[src/rtl/gbmf_div.sv]
// Restoring divider, one quotient bit per cycle.
// Uses no package items; started by the filter sequencer.
`timescale 1ns / 1ps
module gbmf_div #(
   parameter int DVD_W = 18,
   parameter int DVS_W = 8
) (
   input  logic             clock,
   input  logic             reset,
   input  logic             start,
   input  logic [DVD_W-1:0] dividend,
   input  logic [DVS_W-1:0] divisor,
   output logic             done,
   output logic [DVD_W-1:0] quotient
);

   localparam int CNT_W = $clog2(DVD_W + 1);

   logic             busy_ff, busy_in;
   logic             done_ff, done_in;
   logic [CNT_W-1:0] cnt_ff, cnt_in;
   logic [DVS_W-1:0] rem_ff, rem_in;
   logic [DVD_W-1:0] quo_ff, quo_in;
   logic [DVS_W-1:0] dvs_ff, dvs_in;
   logic [DVS_W:0]   shifted;
   logic [DVS_W:0]   diff;
   logic             ge;

   // One trial subtraction per cycle
   assign shifted = {rem_ff, quo_ff[DVD_W-1]};
   assign ge      = shifted >= {1'b0, dvs_ff};
   assign diff    = shifted - {1'b0, dvs_ff};

   always_comb begin
      busy_in = busy_ff;
      done_in = 1'b0;
      cnt_in  = cnt_ff;
      rem_in  = rem_ff;
      quo_in  = quo_ff;
      dvs_in  = dvs_ff;
      if (start) begin
         busy_in = 1'b1;
         cnt_in  = CNT_W'(DVD_W);
         rem_in  = '0;
         quo_in  = dividend;
         dvs_in  = divisor;
      end else if (busy_ff) begin
         rem_in = ge ? diff[DVS_W-1:0] : shifted[DVS_W-1:0];
         quo_in = {quo_ff[DVD_W-2:0], ge};
         cnt_in = cnt_ff - 1'b1;
         if (cnt_ff == CNT_W'(1)) begin
            busy_in = 1'b0;
            done_in = 1'b1;
         end
      end
   end

   always_ff @(posedge clock) begin
      if (reset) begin
         busy_ff <= 1'b0;
         done_ff <= 1'b0;
         cnt_ff  <= '0;
      end else begin
         busy_ff <= busy_in;
         done_ff <= done_in;
         cnt_ff  <= cnt_in;
      end
      rem_ff <= rem_in;
      quo_ff <= quo_in;
      dvs_ff <= dvs_in;
   end

   assign done     = done_ff;
   assign quotient = quo_ff;

endmodule

[config.mk]
export PLATFORM = sky130hd
export DESIGN_NAME = gbmf_div
export DESIGN_NICKNAME = d
export VERILOG_FILES = /design/src/rtl/gbmf_div.sv
export SDC_FILE = /design/constraint.sdc
export NUM_CORES = 1
export LEC_CHECK = 0
export ABC_CLOCK_PERIOD_IN_PS = 5500
export BUFFER_PORTS_ARGS = -buffer_cell sky130_fd_sc_hd__buf_2
export CORE_MARGIN = 10
export CORE_UTILIZATION = 40
export DETAILED_ROUTE_END_ITERATION = 10
export SLEW_MARGIN = 20
export SYNTH_ARGS = -nofsm -noshare
export SYNTH_HDL_FRONTEND = slang
export SYNTH_SLANG_ARGS = --single-unit
[constraint.sdc]
create_clock -name clock -period 5.5 [get_ports clock]
set_input_delay 1.1 -clock clock [delete_from_list [all_inputs] [get_ports clock]]
set_output_delay 1.1 -clock clock [all_outputs]
set_load 0.02 [all_outputs]
---- Word level (Yosys, flattened, before mapping) ----
Index checks and enable logic that the tools add are counted.
operators by class
  equal/unequal tests ..................... 1
  magnitude comparators ................... 1
  mux-type cells .......................... 9
  add/subtract/negate cells ............... 2
  bitwise operators ....................... 1
  reduce and logical (&&, ||, !) cells .... 3
operator list
  kind                 number
  $mux 18              2
  $mux 5               2
  $ge 9x8->1           1
  $mux 8               1
  $sub 8x8->8          1
  $eq 5x1->1 const B   1
  $sub 5x1->5 const B  1
  $mux 1               4
  $reduce_or 3->1      1
  $reduce_bool 2->1    1
  $reduce_or 2->1      1
  $not 1->1            1
word-level totals
  logic and storage cells ................. 24
  register bits after elaboration ......... 41

---- Longest topological paths before layout ----
  depth in word-level cells ............... 4
  gate-level depth with buffers ........... 8
  depth with buffers taken out ............ 8

---- Worst setup path after synthesis ----
Ideal clock, no wire load.
  path kind ............................... input to register
  start point ............................. input port start
  end point ............................... register quo_ff[16], in the netlist quotient[16] (data pin)
  slack ................................... 3301 ps
  arrival ................................. 1939 ps
  buffers on the path ..................... 2
  cell stages on the path ................. 3
  path through ............................ buf_2 > buf_1 > mux2_2
between the ends
  cells in the longest elaborated chain, start to end .. 1
ends and longest elaborated chain
  what                    line  text
  start: declaration      10    input logic start,
  $mux 18                 41    if (start) begin
  net quo_in[16]          23    logic [DVD_W-1:0] quo_ff, quo_in;
  end signal: assignment  69    quo_ff <= quo_in;
  end: declaration        23
The timed path passes the listed nets, and every way through them passes these cells.
A chain may end at the register's enable or synchronous reset.

---- Final worst setup path ----
  start point ............................. input port start
  end point ............................... register quo_ff[0], in the netlist quotient[0], enable pin
between the ends
  cells in the longest elaborated chain, start to end .. 1
ends and longest elaborated chain
  what
  $reduce_bool 2->1 (no line)
Every way passes these cells.

==> impl_metrics.ini <==
[hold_path]
hold_start = rem_ff[3]$_SDFFE_PP0P_
min_path_type = reg -> reg

[route]
wl_per_cell_microns = 13.5
antenna_left = 0
routed_wirelength_microns = 3950
num_vias = 1380
dr.pass1.iters = 4
drt-vias-per-instance = 4.73
drt_iter0_markers = 65
drc = 0

[floorplanning]
coreArea_sq_um = 5040
placementRows = 26
die_w_microns = 91.8
pin_count = 48
die_y_microns = 91.8
start_util_pct = 40.8
dieArea_sq_um = 8420

[final_layout]
nNetsFinal = 261
final_util_pct = 49.3
final_cells = 292
syn_to_final_growth_pct = 20.8
n_antenna_cell = 0
fill_cells = 450
drive_gt1_share_pct = 37.4

[global_routing]
grt_max_degree = 39
grt_pass1_vias = 1421
grt_pass1_wl_microns = 6510
grt_overflow = 0
antenna_found_initial = 0
track_usage_pct = 9.46

[timing]
tightest_slew_ns = 0.781
rsz0062_at_grt = no
post-route-period-util_pct = 47.4
period_needed_ns = 2.61
slew_headroom_pct = 47.9
drv_slew = 0
finalSetupViolations = 0
fmax_mhz = 383
final.setup.tns_ns = 0
hold_viol = 0
fin_skew_ns = 0.00660
setup_slack_ns = 2.89

[placed_design]
io_buffers = 47
place_ws_ns = 2.52
gp_congestion = 0.779
place_hpwl_microns = 3010
numPlacedInstances = 284

[worst_setup_path]
cp.required_ns = 5.43
crit_path_max_incr_delay_ns = 0.59
end_kind = flip-flop
path_max_fanout = 38
worstPathArrival_ns = 2.54
critical_path_class = in -> reg
worstRegToRegCells = 7
r2r_slack_ns = 3.34
r2r-start = dvs_ff[5]$_DFFE_PP_
crit_chain = buf_2, nor2_1, inv_1
endpoint = quotient[0]$_DFFE_PP_
cp-start-kind = input port
startpoint = start
crit_path_top_delay_cell = buf_2
worstReg2RegEnd = rem_ff[0]$_SDFFE_PP0P_

[synthesis]
synthMuxAreaShare_pct = 13.0
synth_compound_area_share_pct = 9.23
yosys.area_share.adder_pct = 7.05
ys_seq_area_share_pct = 52.5
yosys.area.top_type_share_pct = 37.9
synth-xor-area-share_pct = 3.83
synth_fp_nets = 212
yosys_warnings = 0
post-synth-top-area-cell = edfxtp_1
synthTopCellsByArea = edfxtp_1 (38%), dfxtp_1 (15%), mux2_2 (9.8%)
synth-seq-cells = 41
netlist_area_sq_um = 2060
synth_top_family_by_area = multiplexers
synth_cells = 172
avgSynthCellArea_sq_um = 12.0
synth_cell_types = 38
yosys.area_share.simple_pct = 10.4

[clocking]
clk-insertion-delay-late_ns = 0.29
cts_sinks = 41
ctsHoldBuffers = 0
ctsResizeCount = 0
cts.path.max_buffers = 2
numCtsBuffers = 5
post-cts-setup-buffer-count = 0
cts.clk_slew.worst_paths_ns = 0.07
cts_tree = done
clockRootBuffer = clkbuf_8
ctsHtreeMaxLevel = 2

[run_status]
status = complete, no violations

[run]
drv_cap = 0

[power_and_ir_drop]
power_frac_clock_pct = 35.9
power.internal_uw = 595
power_switching_uw = 188
p_leak_uw = 0.00106
power_density_nw_per_um2 = 315
power_frac_seq_pct = 47.3
p_comb_share_pct = 16.8
vdd_drop_max_mv = 0.180
p_sw_share_pct = 24.0
==> routing by layer <==
| layer | vias up | GRT usage [%] | wire, microns |
|---|---|---|---|
| li1 | 721 | - | - |
| met1 | 620 | 12.1 | 1930 |
| met2 | 34 | 14.0 | 1770 |
| met3 | 5 | 3.75 | 197 |
| met4 | 0 | 3.47 | 58 |
| met5 | - | 0 | 0 |
==> Yosys cell counts <==
library cell,n
buf_1,2
a31oi_1,2
edfxtp_1,26
a221oi_2,1
buf_2,2
nor3_1,6
xnor2_1,4
nor2b_1,3
a21oi_1,3
or2_2,3
a22o_1,1
mux2i_1,5
mux2_4,1
ha_1,10
nand3_1,1
o211ai_1,1
xor2_1,5
o21ai_2,1
a21o_1,3
dfxtp_1,15
buf_6,1
fa_1,1
o21ai_0,4
nor4b_1,2
or4b_2,1
nand2_1,9
o2bb2a_2,1
inv_1,14
nor2_1,15
o221ai_1,1
a211oi_1,2
nand2b_1,3
and3_1,1
o32ai_1,1
a211oi_2,1
mux2_2,18
o31ai_2,1
o2111a_1,1
==> stage by stage <==
stage	hold slack (ns)	total power, uW	cell area [sq um]
2_1_floorplan	0.453	469	2060
3_3_place_gp	0.497	510	2350
3_5_place_dp	0.499	510	2350
4_1_cts	0.509	791	2490
5_1_grt	0.546	821	2490
6_report	0.508	783	2490
==> worst min path at each step <==
stage,end,slack (ns),cells after the start
floorplan,rem_ff[3]$_SDFFE_PP0P_,0.45,2
global placement,rem_ff[4]$_SDFFE_PP0P_,0.50,2
finish,rem_ff[3]$_SDFFE_PP0P_,0.51,2
CTS,rem_ff[3]$_SDFFE_PP0P_,0.51,2
global route,rem_ff[6]$_SDFFE_PP0P_,0.55,2
detailed placement,rem_ff[3]$_SDFFE_PP0P_,0.50,2
==> kinds of logic after synthesis <==
kind of cell | count (synthesis)
AO/OA/AOI/OAI | 24
AND/OR/NAND/NOR | 44
adder cells (fa/ha/maj) | 11
XOR/XNOR | 9
flip-flops | 41
multiplexers | 24
buffers and inverters | 19
==> cell type report <==
class / instances / area, sq um / share of cell area (%)
timing repair buffer: 47 / 235 / 9.46
multi-input combinational: 112 / 897 / 36.1
tap: 70 / 87.6 / 3.52
clock inverter: 3 / 65.1 / 2.62
inverter: 14 / 52.6 / 2.11
clock buffer: 5 / 68.8 / 2.77
sequential: 41 / 1080 / 43.5
==> power by group through the flow <==
| stage | sequential (uW) | combinational (uW) | clock [uW] |
|---|---|---|---|
| 2_1_floorplan | 392 | 77.7 | 0 |
| 6_report | 371 | 131 | 281 |
| 3_3_place_gp | 378 | 132 | 0 |
| 5_1_grt | 375 | 146 | 300 |
| 3_5_place_dp | 377 | 133 | 0 |
| 4_1_cts | 371 | 133 | 287 |
==> state kept, by name (all words and copies together), names as in the netlist <==
register / cells
busy_ff: 1
cnt_ff: 5
done: 1
dvs_ff: 8
quotient: 18
rem_ff: 8
==> critical path: cells and delay by family <==
family / cells / cell delay (ns)
buffers and inverters: 2 / 1.16
AND/OR/NAND/NOR: 1 / 0.25
==> cells in the final DEF, fill, tap and decap left out, types with 5 or more instances in the layout <==
cell	n
nor3_1	6
xor2_1	5
nor2_1	15
mux2i_1	5
dfxtp_1	15
edfxtp_1	26
clkbuf_8	5
inv_1	14
nand2_1	9
mux2_2	18
ha_1	10
buf_2	47
No activity file was read; power rests on OpenSTA's default activity.
